==> src/rtl/pfd_pkg.sv <==
package pfd_pkg;

  localparam logic [7:0] CrcPoly   = 8'h8C;
  localparam logic [7:0] HdrFirst  = 8'h55;
  localparam logic [7:0] HdrSecond = 8'hAA;
  localparam logic [7:0] CharCr    = 8'h0D;
  localparam logic [7:0] CharLf    = 8'h0A;

  localparam int unsigned IndexW   = 9;
  localparam int unsigned PayloadN = 7;
  localparam int unsigned OutW     = 64;

  localparam logic [IndexW-1:0] PosHdr0    = IndexW'(0);
  localparam logic [IndexW-1:0] PosHdr1    = IndexW'(1);
  localparam logic [IndexW-1:0] PosLen     = IndexW'(2);
  localparam logic [IndexW-1:0] PosPayload = IndexW'(3);

  typedef enum logic [1:0] {
    STAT_OK      = 2'd0,
    STAT_HDR_ERR = 2'd1,
    STAT_CRC_ERR = 2'd2
  } status_e;

  typedef struct packed {
    logic [7:0]         ctrl_flag;
    logic signed [15:0] yaw;
    logic signed [15:0] pos_y;
    logic signed [15:0] pos_x;
    status_e            status;
  } pose_t;

  function automatic logic [7:0] crc8_update(logic [7:0] crc, logic [7:0] b);
    logic [7:0] c;
    c = crc ^ b;
    for (int k = 0; k < 8; k++) begin
      c = c[0] ? ((c >> 1) ^ CrcPoly) : (c >> 1);
    end
    return c;
  endfunction

endpackage

==> src/rtl/pose_frame_deframer_crc8.sv <==
// Channel   Dir  Signals                      Payload
// s_axis    in   tvalid/tready/tdata[7:0]     rx_byte
// m_axis    out  tvalid/tready/tdata[63:0]    status, pos_x, pos_y, yaw, ctrl_flag
//
// One byte is taken per cycle unless a frame-ending byte is held; a frame result is offered once
// its line feed has passed the input register and been loaded into the output register.
// The byte sits in an input register while the frame state and CRC are updated.
// Only a byte that ends a frame waits on a full output register; other bytes never stall.
// Reset clears the frame state, the header flag reads as good, and both registers empty.
module pose_frame_deframer_crc8 (
  input  logic        clk_i,
  input  logic        rst_ni,
  input  logic        s_axis_tvalid_i,
  output logic        s_axis_tready_o,
  input  logic [7:0]  s_axis_tdata_i,   // [7:0] rx_byte
  output logic        m_axis_tvalid_o,
  input  logic        m_axis_tready_i,
  output logic [pfd_pkg::OutW-1:0] m_axis_tdata_o // [1:0] status, [17:2] pos_x,
                                                  // [33:18] pos_y, [49:34] yaw,
                                                  // [57:50] ctrl_flag
);
  import pfd_pkg::*;

  logic       in_valid_q;
  logic [7:0] in_byte_q;
  logic       end_frame;
  logic       room;
  logic       step;
  pose_t      frame_res;
  pose_t      out_res;

  assign step            = in_valid_q && (!end_frame || room);
  assign s_axis_tready_o = !in_valid_q || step;

  always_ff @(posedge clk_i or negedge rst_ni) begin
    if (!rst_ni) begin
      in_valid_q <= 1'b0;
    end else if (s_axis_tready_o) begin
      in_valid_q <= s_axis_tvalid_i;
    end
  end

  always_ff @(posedge clk_i) begin
    if (s_axis_tready_o && s_axis_tvalid_i) begin
      in_byte_q <= s_axis_tdata_i;
    end
  end

  pfd_frame u_frame (
    .clk_i       (clk_i),
    .rst_ni      (rst_ni),
    .step_i      (step),
    .rx_byte_i   (in_byte_q),
    .end_frame_o (end_frame),
    .result_o    (frame_res)
  );

  pfd_out_reg u_out (
    .clk_i    (clk_i),
    .rst_ni   (rst_ni),
    .load_i   (step && end_frame),
    .result_i (frame_res),
    .room_o   (room),
    .valid_o  (m_axis_tvalid_o),
    .ready_i  (m_axis_tready_i),
    .result_o (out_res)
  );

  assign m_axis_tdata_o = OutW'(out_res);

  a_err_zero: assert property (@(posedge clk_i) disable iff (!rst_ni)
    m_axis_tvalid_o && out_res.status != STAT_OK |->
      out_res.pos_x == '0 && out_res.pos_y == '0 && out_res.yaw == '0 &&
      out_res.ctrl_flag == '0)
    else $error("error result carries nonzero payload");

  a_status_code: assert property (@(posedge clk_i) disable iff (!rst_ni)
    m_axis_tvalid_o |-> out_res.status == STAT_OK || out_res.status == STAT_HDR_ERR ||
      out_res.status == STAT_CRC_ERR)
    else $error("result status out of range");

  a_out_source: assert property (@(posedge clk_i) disable iff (!rst_ni)
    $rose(m_axis_tvalid_o) |-> $past(in_valid_q) && $past(end_frame))
    else $error("result appeared without a terminating byte");

  a_empty_ready: assert property (@(posedge clk_i) disable iff (!rst_ni)
    !in_valid_q |-> s_axis_tready_o)
    else $error("empty input register refused a transaction");

endmodule

==> src/rtl/pfd_frame.sv <==
module pfd_frame (
  input  logic          clk_i,
  input  logic          rst_ni,
  input  logic          step_i,
  input  logic [7:0]    rx_byte_i,
  output logic          end_frame_o,
  output pfd_pkg::pose_t result_o
);
  import pfd_pkg::*;

  logic [IndexW-1:0] byte_index_q, byte_index_d;
  logic              header_ok_q, header_ok_d;
  logic [7:0]        frame_length_q, frame_length_d;
  logic [7:0]        running_crc_q, running_crc_d;
  logic [7:0]        received_crc_q, received_crc_d;
  logic              crc_seen_q, crc_seen_d;
  logic [7:0]        payload_q [PayloadN];
  logic [7:0]        payload_d [PayloadN];
  logic              last_was_cr_q, last_was_cr_d;

  logic [7:0]        len;
  logic [IndexW:0]   pos_ext;
  logic [IndexW:0]   crc_last;
  logic [7:0]        crc_next;
  pose_t             res;

  assign len      = (byte_index_q == PosLen) ? rx_byte_i : frame_length_q;
  assign pos_ext  = {1'b0, byte_index_q};
  assign crc_last = (IndexW + 1)'(len) + (IndexW + 1)'(2);
  assign crc_next = crc8_update(running_crc_q, rx_byte_i);
  assign end_frame_o = last_was_cr_q && (rx_byte_i == CharLf);

  always_comb begin
    header_ok_d    = header_ok_q;
    frame_length_d = len;
    running_crc_d  = running_crc_q;
    received_crc_d = received_crc_q;
    crc_seen_d     = crc_seen_q;
    if (byte_index_q == PosHdr0 && rx_byte_i != HdrFirst) begin
      header_ok_d = 1'b0;
    end
    if (byte_index_q == PosHdr1 && rx_byte_i != HdrSecond) begin
      header_ok_d = 1'b0;
    end
    if (pos_ext <= crc_last) begin
      running_crc_d = crc_next;
    end else if (pos_ext == crc_last + (IndexW + 1)'(1)) begin
      received_crc_d = rx_byte_i;
      crc_seen_d     = 1'b1;
    end
    for (int i = 0; i < PayloadN; i++) begin
      payload_d[i] = (byte_index_q == PosPayload + IndexW'(i)) ? rx_byte_i : payload_q[i];
    end
    last_was_cr_d = (rx_byte_i == CharCr);
    byte_index_d  = (byte_index_q == '1) ? byte_index_q : byte_index_q + IndexW'(1);
  end

  always_comb begin
    res = '0;
    if (!header_ok_d) begin
      res.status = STAT_HDR_ERR;
    end else if (!crc_seen_d || running_crc_d != received_crc_d) begin
      res.status = STAT_CRC_ERR;
    end else begin
      res.status    = STAT_OK;
      res.pos_x     = {payload_d[1], payload_d[0]};
      res.pos_y     = {payload_d[3], payload_d[2]};
      res.yaw       = {payload_d[5], payload_d[4]};
      res.ctrl_flag = payload_d[6];
    end
  end

  assign result_o = res;

  always_ff @(posedge clk_i or negedge rst_ni) begin
    if (!rst_ni) begin
      byte_index_q   <= '0;
      header_ok_q    <= 1'b1;
      frame_length_q <= '0;
      running_crc_q  <= '0;
      received_crc_q <= '0;
      crc_seen_q     <= 1'b0;
      last_was_cr_q  <= 1'b0;
      for (int i = 0; i < PayloadN; i++) begin
        payload_q[i] <= '0;
      end
    end else if (step_i) begin
      if (end_frame_o) begin
        byte_index_q   <= '0;
        header_ok_q    <= 1'b1;
        frame_length_q <= '0;
        running_crc_q  <= '0;
        received_crc_q <= '0;
        crc_seen_q     <= 1'b0;
        last_was_cr_q  <= 1'b0;
        for (int i = 0; i < PayloadN; i++) begin
          payload_q[i] <= '0;
        end
      end else begin
        byte_index_q   <= byte_index_d;
        header_ok_q    <= header_ok_d;
        frame_length_q <= frame_length_d;
        running_crc_q  <= running_crc_d;
        received_crc_q <= received_crc_d;
        crc_seen_q     <= crc_seen_d;
        last_was_cr_q  <= last_was_cr_d;
        for (int i = 0; i < PayloadN; i++) begin
          payload_q[i] <= payload_d[i];
        end
      end
    end
  end

endmodule

==> src/rtl/pfd_out_reg.sv <==
module pfd_out_reg (
  input  logic           clk_i,
  input  logic           rst_ni,
  input  logic           load_i,
  input  pfd_pkg::pose_t result_i,
  output logic           room_o,
  output logic           valid_o,
  input  logic           ready_i,
  output pfd_pkg::pose_t result_o
);
  import pfd_pkg::*;

  logic  valid_q;
  pose_t result_q;

  assign room_o   = !valid_q || ready_i;
  assign valid_o  = valid_q;
  assign result_o = result_q;

  always_ff @(posedge clk_i or negedge rst_ni) begin
    if (!rst_ni) begin
      valid_q <= 1'b0;
    end else if (load_i) begin
      valid_q <= 1'b1;
    end else if (ready_i) begin
      valid_q <= 1'b0;
    end
  end

  always_ff @(posedge clk_i) begin
    if (load_i) begin
      result_q <= result_i;
    end
  end

endmodule

==> config.mk <==
export PLATFORM = sky130hd
export DESIGN_NAME = pose_frame_deframer_crc8
export DESIGN_NICKNAME = d
export VERILOG_FILES = /design/src/rtl/pfd_pkg.sv /design/src/rtl/pose_frame_deframer_crc8.sv /design/src/rtl/pfd_frame.sv /design/src/rtl/pfd_out_reg.sv
export SDC_FILE = /design/constraint.sdc
export NUM_CORES = 1
export LEC_CHECK = 0
export BUFFER_PORTS_ARGS = -buffer_cell sky130_fd_sc_hd__buf_2
export CAP_MARGIN = 40
export CORE_MARGIN = 2
export CORE_UTILIZATION = 59
export CTS_CLUSTER_DIAMETER = 100
export DETAILED_ROUTE_END_ITERATION = 10
export GPL_TIMING_DRIVEN = 1
export PLACE_DENSITY_LB_ADDON = 0.05
export SLEW_MARGIN = 20
export SYNTH_ARGS = -nofsm -noshare
export SYNTH_HDL_FRONTEND = slang
export SYNTH_HIERARCHICAL = 1
export SYNTH_SLANG_ARGS = --single-unit
==> constraint.sdc <==
create_clock -name clk_i -period 6.7 [get_ports clk_i]
set_input_delay 1.34 -clock clk_i [delete_from_list [all_inputs] [get_ports clk_i]]
set_output_delay 1.34 -clock clk_i [all_outputs]
set_load 0.01 [all_outputs]
==> results.cfg, run 1 <==
[worst_setup_path]
path_max_fanout = 30
worstSetupPathType = reg2reg
critPathLaunchType = flip-flop
critPathCaptureType = flip-flop
cp.arrival_ns = 6.53
cp.required_ns = 6.93

[logic_synthesis]
synth-seq-area-share_pct = 50.1
synth-seq-cells = 160
synth.avg_cell_area_um2 = 10.7
ys_warn_count = 6
syn-cell-area_um2 = 8660
yosys_most_used_dff = dfrtp_1
yosysUniqueCellTypes = 70
synthArstFlopShare_pct = 58.8
synth_edf_count = 66
postSynthCellCount = 807

[pwr]
ir_drop_uv = 179
total_power_mw = 2.53
leakage_nw = 4.41
power_density_nw_per_um2 = 259

[finish]
layout_common_cells = nand2_1 (124), dfrtp_1 (93), o21ai_0 (80), buf_2 (71), mux2i_1 (68)
layout-drive-gt1-share_pct = 20.9
final-instance-count-excl-fill = 1064
n_antenna_cell = 0
fillers = 1100
area_delta_synth_final_pct = 13.0
nets = 896
layout.cells.most_common = nand2_1
fin_util_pct = 67.9

[clock_network]
cts_max_level = 4
cts-root-buf = clkbuf_16
clockBufferDepth = 2
cts_tree = yes
path_clk_slew_ns = 0.06
cts_buffers = 17
clk_latency_ns = 0.43
ctsHoldBuffers = 0
cts_setup_buffers = 0
clock_sinks = 160

[sta]
drv_slew = 0
finalSetupTns_ns = 0
fin_skew_ns = 0.00626
rsz0062_at_grt = no
finalHoldViolCount = 0
finalCritPeriodShare_pct = 93.9
setup_violations = 0
worst_slack_ns = 0.406
worstMarginPinSlew_ns = 0.777
period_minus_slack_ns = 6.29
max_freq_ghz = 0.159
relSlewSlack_pct = 48.2

[placed_design]
gp_congestion = 0.903
io_buffers = 71
place_hpwl_um = 14800
place_inst = 1031
dp_slack_ns = 0.334

[floorplan]
die_h_um = 125
die_w_um = 125
dieArea_um2 = 15700
core_area_um2 = 14400
initial_core_util_pct = 60.0
ios = 78
fp-row-count = 44

[global_routing]
antenna_found_initial = 0
grt_pass1_vias = 6510
grt_overflow = 0
grt_pass1_wl_um = 35400
grt_max_degree = 59
track_usage_pct = 28.9

[route]
first_pass_iters = 5
ant_nets = 0
wl_per_cell_um = 21.0
vias = 6693
drc = 0
via_per_inst = 6.29
drt_iter0_drc = 669
wl_um = 22300

[flow_run]
drv_cap = 0

[worst_hold_path]
hold_path.class = reg2reg

[run_status]
status = finished clean
[kinds of logic after synthesis]
logic type / Yosys count / share of synthesized area (%)
simple gates: 287 / 19.3
flops: 160 / 50.1
compound gates: 136 / 9.62
buf+inv: 82 / 4.64
mux: 75 / 8.86
xor+xnor: 49 / 4.96
fa+ha+maj: 17 / 2.46
other cells: 1 / 0.0433
[critical path, stage by stage, from the launching register on]
cell and delay (ns):
dfrtp_1 0.53, nor4_4 0.38, and4_2 0.41, mux2i_1 0.38
inv_1 0.12, ha_1 0.33, nor2b_1 0.15, o211ai_1 0.12
nand2_1 0.22, inv_1 0.11, ha_1 0.31, nand3_1 0.10
o21bai_1 0.17, a31oi_1 0.15, o21ai_0 0.11, buf_4 0.20
nor4_1 0.37, o21ai_0 0.23, a211oi_4 0.44, and4_1 0.41
o211ai_4 0.24, buf_12 0.26, nor4_2 0.33
[state kept, by name, summed over array words and instances, names as in the netlist]
signal                  count
u_frame/header_ok_q         1
u_frame/running_crc_q       8
u_out/valid_o               1
in_byte_q                   8
u_frame/payload_q          56
u_out/result_o             58
u_frame/crc_seen_q          1
u_frame/frame_length_q      8
in_valid_q                  1
u_frame/last_was_cr_q       1
u_frame/byte_index_q        9
u_frame/received_crc_q      8
[final timing paths]
path                                                          start                              endpoint  slack (ns)  depth (start not counted)
min in group asynchronous                                    rst_ni  u_frame/running_crc_q[1]$_DFFE_PN0P_        0.86                          1
max in group asynchronous                                    rst_ni     u_frame/payload_q[42]$_DFFE_PN0P_        4.70                          2
worst max-delay path            u_frame/byte_index_q[4]$_DFFE_PN0P_          u_out/result_o[35]$_DFFE_PP_        0.41                         22
worst min register to register    u_frame/payload_q[15]$_DFFE_PN0P_     u_frame/payload_q[15]$_DFFE_PN0P_        0.48                          2
worst min-delay path              u_frame/payload_q[15]$_DFFE_PN0P_     u_frame/payload_q[15]$_DFFE_PN0P_        0.48                          2
worst max register to register  u_frame/byte_index_q[4]$_DFFE_PN0P_          u_out/result_o[35]$_DFFE_PP_        0.41                         22
[metal layers]
layer  GRT usage [%]  vias to the layer above  wire length, um
met5               0                        -                0
met4            12.2                        0              766
met3            6.29                       63             1910
met2            45.4                      321            10400
met1            39.4                     3272             9230
li1                -                     3037                -
[Yosys cell counts, types with 7 or more instances]
| cell type | instances | area [um2] |
|---|---|---|
| nand3_1 | 31 | 155 |
| nor4_2 | 30 | 375 |
| inv_1 | 21 | 78.8 |
| clkbuf_1 | 32 | 120 |
| nand2_1 | 125 | 469 |
| xnor2_1 | 30 | 263 |
| nor2_1 | 19 | 71.3 |
| a21oi_1 | 10 | 50.1 |
| ha_1 | 17 | 213 |
| o22ai_1 | 7 | 43.8 |
| dfrtp_1 | 93 | 2330 |
| nand4_1 | 8 | 50.1 |
| buf_4 | 10 | 75.1 |
| buf_2 | 9 | 45.0 |
| a22o_1 | 8 | 70.1 |
| o21ai_0 | 80 | 400 |
| mux2i_1 | 70 | 701 |
| nor2b_1 | 7 | 43.8 |
| edfxtp_1 | 66 | 1980 |
| nor4_1 | 29 | 181 |
| xor2_1 | 19 | 166 |
[power by group]
| group | internal (mW) | switching, mW |
|---|---|---|
| clock network | 0.557 | 0.381 |
| registers | 1.05 | 0.0430 |
| logic | 0.189 | 0.316 |
| total | 1.79 | 0.740 |
[final cells by class]
class | instances | area (um2) | area share (%)
Timing Repair Buffer | 96 | 568 | 5.80
Clock inverter | 10 | 113 | 1.15
Tap cell | 184 | 230 | 2.35
Inverter | 21 | 78.8 | 0.805
Clock buffer | 22 | 454 | 4.64
Sequential cell | 160 | 4340 | 44.3
Multi-Input combinational cell | 571 | 4010 | 41.0
[repair_timing]
| item | 4_1_cts | 5_1_grt |
|---|---|---|
| endpoints found under the hold margin | 0 | 0 |
| gates resized for setup | 0 | 5 |
| endpoints found under the setup margin | 0 | 54 |
[per-stage QoR]
stage / hold slack, ns / cell area, um2
2_1_floorplan: 0.450 / 8680
3_3_place_gp: 0.462 / 9180
3_5_place_dp: 0.471 / 9190
4_1_cts: 0.484 / 9750
5_1_grt: 0.510 / 9790
6_report: 0.481 / 9790
No activity file was read; power rests on OpenSTA's default activity.
==> run 2: changes to the inputs <==
PLACE_DENSITY_LB_ADDON = 0.2   (was 0.05)
==> results.cfg, run 2 (synthesis results as in run 1) <==
[floorplan]
die_h_um = 125
fp-row-count = 44
die_w_um = 125
ios = 78
initial_core_util_pct = 60.0
dieArea_um2 = 15700
core_area_um2 = 14400

[clock_network]
clock_sinks = 160
cts_buffers = 17
clockBufferDepth = 2
path_clk_slew_ns = 0.07
clk_latency_ns = 0.44
ctsHoldBuffers = 0
cts_tree = yes
cts_max_level = 4
cts-root-buf = clkbuf_16

[route]
wl_per_cell_um = 21.7
wl_met3_um = 1620
via_per_inst = 6.32
top_layer = met4
first_pass_iters = 5
vias = 6739
drt_iter0_drc = 766
drc = 0
wl_um = 23100
wl_met1_um = 9790
wl_met2_um = 11300
ant_nets = 0

[worst_setup_path]
critPathCaptureType = flip-flop
reg2reg_from = u_frame/byte_index_q[0]$_DFFE_PN0P_
ff2ff_path_depth = 23
r2r_setup_slack_ns = 0.57
reg2reg_to = u_out/result_o[14]$_DFFE_PP_
cp.required_ns = 6.92
critPathLaunchType = flip-flop
worstSetupPathType = reg2reg
path_max_fanout = 22
cp.arrival_ns = 6.35

[finish]
layout_common_cells = nand2_1 (124), dfrtp_1 (93), o21ai_0 (80), buf_2 (71), mux2i_1 (70)
nets = 898
largest_register_ff_count = 58
area_delta_synth_final_pct = 13.7
layout.cells.most_common = nand2_1
fin_area_um2 = 9840
final-instance-count-excl-fill = 1066
layout-drive-gt1-share_pct = 21.3
n_antenna_cell = 0

[pwr]
power_frac_comb_pct = 18.3
ir_drop_uv = 180
switching_share_pct = 29.8
p_int_mw = 1.81
power_frac_seq_pct = 42.5
leakage_nw = 4.43
pwr-share-clk_pct = 39.2
power_density_nw_per_um2 = 262
power.switching_uw = 769

[placed_design]
place_inst = 1026
place_hpwl_um = 15600
dp_slack_ns = 0.418
gp_congestion = 0.987
io_buffers = 71
dpl_cell_area_um2 = 9170

[sta]
finalHoldViolCount = 0
relSlewSlack_pct = 41.0
finalCritPeriodShare_pct = 91.6
max_freq_ghz = 0.163
period_minus_slack_ns = 6.13
worstMarginPinSlew_ns = 0.885
setup_violations = 0
fin_skew_ns = 0.0111
worst_slack_ns = 0.566
drv_slew = 0

[worst_hold_path]
hold_path.class = reg2reg
min_to = u_frame/payload_q[40]$_DFFE_PN0P_
hold_start = u_frame/payload_q[40]$_DFFE_PN0P_
hold_path_depth = 2

[global_routing]
grt_overflow = 0
antenna_found_initial = 0
grt_pass1_wl_um = 36200
grt_pass1_vias = 6489
track_usage_pct = 30.0
grt_max_degree = 58

[flow_run]
drv_cap = 0

[run_status]
status = finished clean
==> run 2: per-stage QoR <==
stage,util (%),power (mW),hold WS (ns),TNS (ns)
finish,68.2,2.58,0.484,0
global route,68.2,2.67,0.503,-0.0130
CTS,67.8,2.58,0.484,0
detailed placement,63.6,1.58,0.471,0
global placement,63.2,1.57,0.461,0
floorplan,-,1.45,0.450,0
==> run 2: area by class of cell <==
class	instances	area (um2)
Sequential cell	160	4340
Multi-Input combinational cell	570	3980
Inverter	21	78.8
Clock buffer	20	468
Clock inverter	12	144
Fill cell	1110	4580
Tap cell	184	230
Timing Repair Buffer	99	611
==> run 2: worst max-delay path by stage <==
stage,start,to,depth (start not counted)
floorplan,u_frame/byte_index_q[5]$_DFFE_PN0P_,u_out/result_o[19]$_DFFE_PP_,25
global placement,u_frame/byte_index_q[5]$_DFFE_PN0P_,u_out/result_o[32]$_DFFE_PP_,22
detailed placement,u_frame/byte_index_q[5]$_DFFE_PN0P_,u_out/result_o[33]$_DFFE_PP_,22
CTS,u_frame/byte_index_q[5]$_DFFE_PN0P_,u_out/result_o[24]$_DFFE_PP_,22
global route,u_frame/byte_index_q[4]$_DFFE_PN0P_,u_out/result_o[14]$_DFFE_PP_,22
finish,u_frame/byte_index_q[0]$_DFFE_PN0P_,u_out/result_o[14]$_DFFE_PP_,23
==> run 2: repair_timing <==
action                                  4_1_cts  5_1_grt
resized for setup                             0        1
endpoints found under the setup margin        0       42
setup buffers                                 0        8
==> run 2: power by group through the flow <==
stage               clock (mW)  sequential [mW]  combinational [mW]
global route              1.05             1.10               0.514
detailed placement           0             1.11               0.464
finish                    1.01             1.10               0.473
global placement             0             1.12               0.451
floorplan                    0             1.09               0.361
CTS                       1.02             1.10               0.467
==> run 2: routing by layer <==
metal	track usage [%]	vias up
met5	0	-
met4	9.28	0
met3	4.92	32
met2	49.6	329
met1	41.1	3338
li1	-	3040
==> run 2: critical path, cell delays in order (launching register included) <==
cell	delay, ns
dfrtp_1	0.42
inv_1	0.17
ha_1	0.29
and4_2	0.40
mux2i_1	0.39
inv_1	0.14
ha_1	0.34
nand3_1	0.15
xor2_1	0.10
mux2i_1	0.33
inv_1	0.08
ha_1	0.28
nand3_1	0.13
nor2_1	0.06
a41oi_1	0.19
o21ai_0	0.10
buf_4	0.20
nor4_1	0.32
o21ai_0	0.22
a211oi_4	0.41
mux2i_1	0.34
o211ai_4	0.22
buf_4	0.27
nor4_1	0.37
==> run 3: changes to the inputs <==
SYNTH_HIERARCHICAL = default   (was 1)
==> results.cfg, run 3 <==
[sta]
drv_slew = 0
finalHoldViolCount = 0
fin_skew_ns = 0.00900
worst_slack_ns = 0.505
setup_violations = 0
finalSetupTns_ns = 0
rsz0062_at_grt = no
relSlewSlack_pct = 45.8
max_freq_ghz = 0.161
period_minus_slack_ns = 6.20
worstMarginPinSlew_ns = 0.813
finalCritPeriodShare_pct = 92.5

[worst_hold_path]
hold_path.class = reg2reg
hold_path_depth = 2
hold_start = u_frame.last_was_cr_q$_DFFE_PN0P_

[global_routing]
grt_pass1_vias = 6602
grt_pass1_wl_um = 34600
antenna_found_initial = 0
grt_overflow = 0
track_usage_pct = 29.7
grt_max_degree = 58

[worst_setup_path]
path_common_cell = mux2i_1
cp-startpoint = u_frame.byte_index_q[0]$_DFFE_PN0P_
cp.arrival_ns = 6.42
reg2reg_to = u_out.result_o[33]$_SDFFCE_PP0P_
ff2ff_path_depth = 22
crit_path_max_incr_delay_ns = 0.69
cp.required_ns = 6.92
critPathCaptureType = flip-flop
critPathLaunchType = flip-flop
critPathTopFamily = simple AND/OR/NAND/NOR gates
cpMaxStageDelayCell = or4_4
crit_chain = inv_1 -> ha_2 -> nor4b_2 -> nand2_1 -> mux2i_1 -> inv_1 -> ha_1 -> and3_1 -> nand3_1 -> xnor2_1 -> mux2i_1 -> ha_1 -> nand4_1 -> a21oi_1 -> o41ai_2 -> buf_4 -> mux2i_1 -> xor2_1 -> nand4_1 -> or4_4 -> buf_12 -> a221oi_1
worstSetupPathType = reg2reg
cp-endpoint = u_out.result_o[33]$_SDFFCE_PP0P_
reg2reg_from = u_frame.byte_index_q[0]$_DFFE_PN0P_
cp.depth = 22
path_max_fanout = 28
worst-path-buf-inv = 4
r2r_setup_slack_ns = 0.50

[route]
wl_um = 21700
via_per_inst = 6.48
drt_iter0_drc = 588
first_pass_iters = 6
ant_nets = 0
vias = 6548
wl_per_cell_um = 21.4
drc = 0

[logic_synthesis]
synthArstFlopShare_pct = 58.8
synth-seq-area-share_pct = 51.1
synth.most_common_cell = dfrtp_1
synth_edf_count = 66
yosys-top-cells-area = dfrtp_1 (27%), edfxtp_1 (23%), a22o_1 (7.4%)
synth_top_area_share_pct = 27.4
synth.avg_cell_area_um2 = 11.0
synth_largest_area_cell = dfrtp_1
postSynthCellCount = 771
syn-cell-area_um2 = 8480
ys_warn_count = 0
synth-seq-cells = 160
synth_common_cells = dfrtp_1 (93), nand2_1 (86), a22o_1 (72)
yosys_most_used_dff = dfrtp_1
yosysUniqueCellTypes = 63

[placed_design]
place_inst = 978
dp_slack_ns = 0.349
io_buffers = 71
place_hpwl_um = 14000
gp_congestion = 0.939

[finish]
largest_register_ff_count = 58
area_delta_synth_final_pct = 13.2
layout_common_cells = dfrtp_1 (93), nand2_1 (85), a22o_1 (72), buf_2 (70), edfxtp_1 (66)
layout.cells.most_common = dfrtp_1
final-instance-count-excl-fill = 1011
fin_util_pct = 68.6
layout-drive-gt1-share_pct = 18.7
n_antenna_cell = 0
nets = 847

[floorplan]
die_w_um = 124
initial_core_util_pct = 60.6
dieArea_um2 = 15400
die_h_um = 124
ios = 78
fp-row-count = 43
core_area_um2 = 14000

[clock_network]
cts_buffers = 17
path_clk_slew_ns = 0.07
cts_setup_buffers = 0
clk_latency_ns = 0.43
cts_max_level = 4
cts-root-buf = clkbuf_16
clockBufferDepth = 2
cts_tree = yes
clock_sinks = 160

[run_status]
status = finished clean

[pwr]
power_density_nw_per_um2 = 389
leakage_nw = 3.78
ir_drop_uv = 319

[flow_run]
drv_cap = 0
## run 3: cell types whose count changed in the layout (fill, tap and decap cells not counted), moves of 24 or more
cell / before / now
o21ai_0: 80 / 10
a22o_1: 8 / 72
mux2i_1: 70 / 24
nand2_1: 124 / 85
nor4_2: 30 / 2
a221oi_1: 0 / 27
nand3_1: 31 / 55
nor4_1: 29 / 5
## run 3: what timing repair did
| action | CTS | global route |
|---|---|---|
| resized for setup | 0 | 2 |
| hold buffers | 0 | 0 |
| setup endpoints to repair | 0 | 45 |
## run 3: routing by layer
metal | vias up | part of all wire, % | track usage, %
met4 | 0 | 3.2 | 15.0
met2 | 303 | 48 | 48.1
met1 | 3215 | 41 | 38.4
met5 | - | 0 | 0
li1 | 2968 | - | -
met3 | 62 | 7.3 | 5.54
## run 3: report_power, final
part / switching (mW) / leakage (nW) / total [mW] / internal (mW)
clock network: 0.406 / 0.284 / 0.967 / 0.561
logic: 0.871 / 1.67 / 1.49 / 0.618
registers: 0.133 / 1.83 / 1.28 / 1.15
## run 3: tightest hold or removal path: cells and delay by family (launching register included)
family / cells / cell delay, ns
DFF: 1 / 0.34
and+or+nand+nor: 1 / 0.05
AOI/OAI and AO/OA: 1 / 0.05
## run 3: area by class of cell
| type | instances | area, um2 |
|---|---|---|
| clock buffers | 20 | 447 |
| multi-input cells | 531 | 3810 |
| inverters | 12 | 45.0 |
| fillers | 1063 | 4390 |
| well taps | 180 | 225 |
| clock inverters | 12 | 133 |
| repair buffers | 96 | 608 |
| flip-flops and latches | 160 | 4340 |
## run 3: stage by stage
| step | area, um2 | total power, mW | hold slack (ns) |
|---|---|---|---|
| after floorplan | 8500 | 2.42 | 0.443 |
| after global placement | 8940 | 2.69 | 0.456 |
| after detailed placement | 8990 | 2.76 | 0.465 |
| after CTS | 9570 | 3.72 | 0.480 |
| after global routing | 9600 | 3.93 | 0.511 |
| final | 9600 | 3.74 | 0.479 |
## run 3: kinds of logic (layout without fill, tap and decap cells)
logic type	Yosys count	count (layout)	synth area share, %
fa+ha+maj	17	17	2.51
other cells	1	6	0.0442
simple gates	234	234	13.5
mux	27	27	3.26
compound gates	189	189	18.7
buf+inv	85	140	4.57
flops	160	160	51.1
xor+xnor	58	58	6.31
## run 3: worst min-delay path by stage
stage	to	slack, ns
CTS	u_frame.last_was_cr_q$_DFFE_PN0P_	0.48
detailed placement	u_frame.last_was_cr_q$_DFFE_PN0P_	0.47
floorplan	u_frame.last_was_cr_q$_DFFE_PN0P_	0.44
global route	u_frame.last_was_cr_q$_DFFE_PN0P_	0.51
finish	u_frame.last_was_cr_q$_DFFE_PN0P_	0.48
global placement	u_frame.last_was_cr_q$_DFFE_PN0P_	0.46
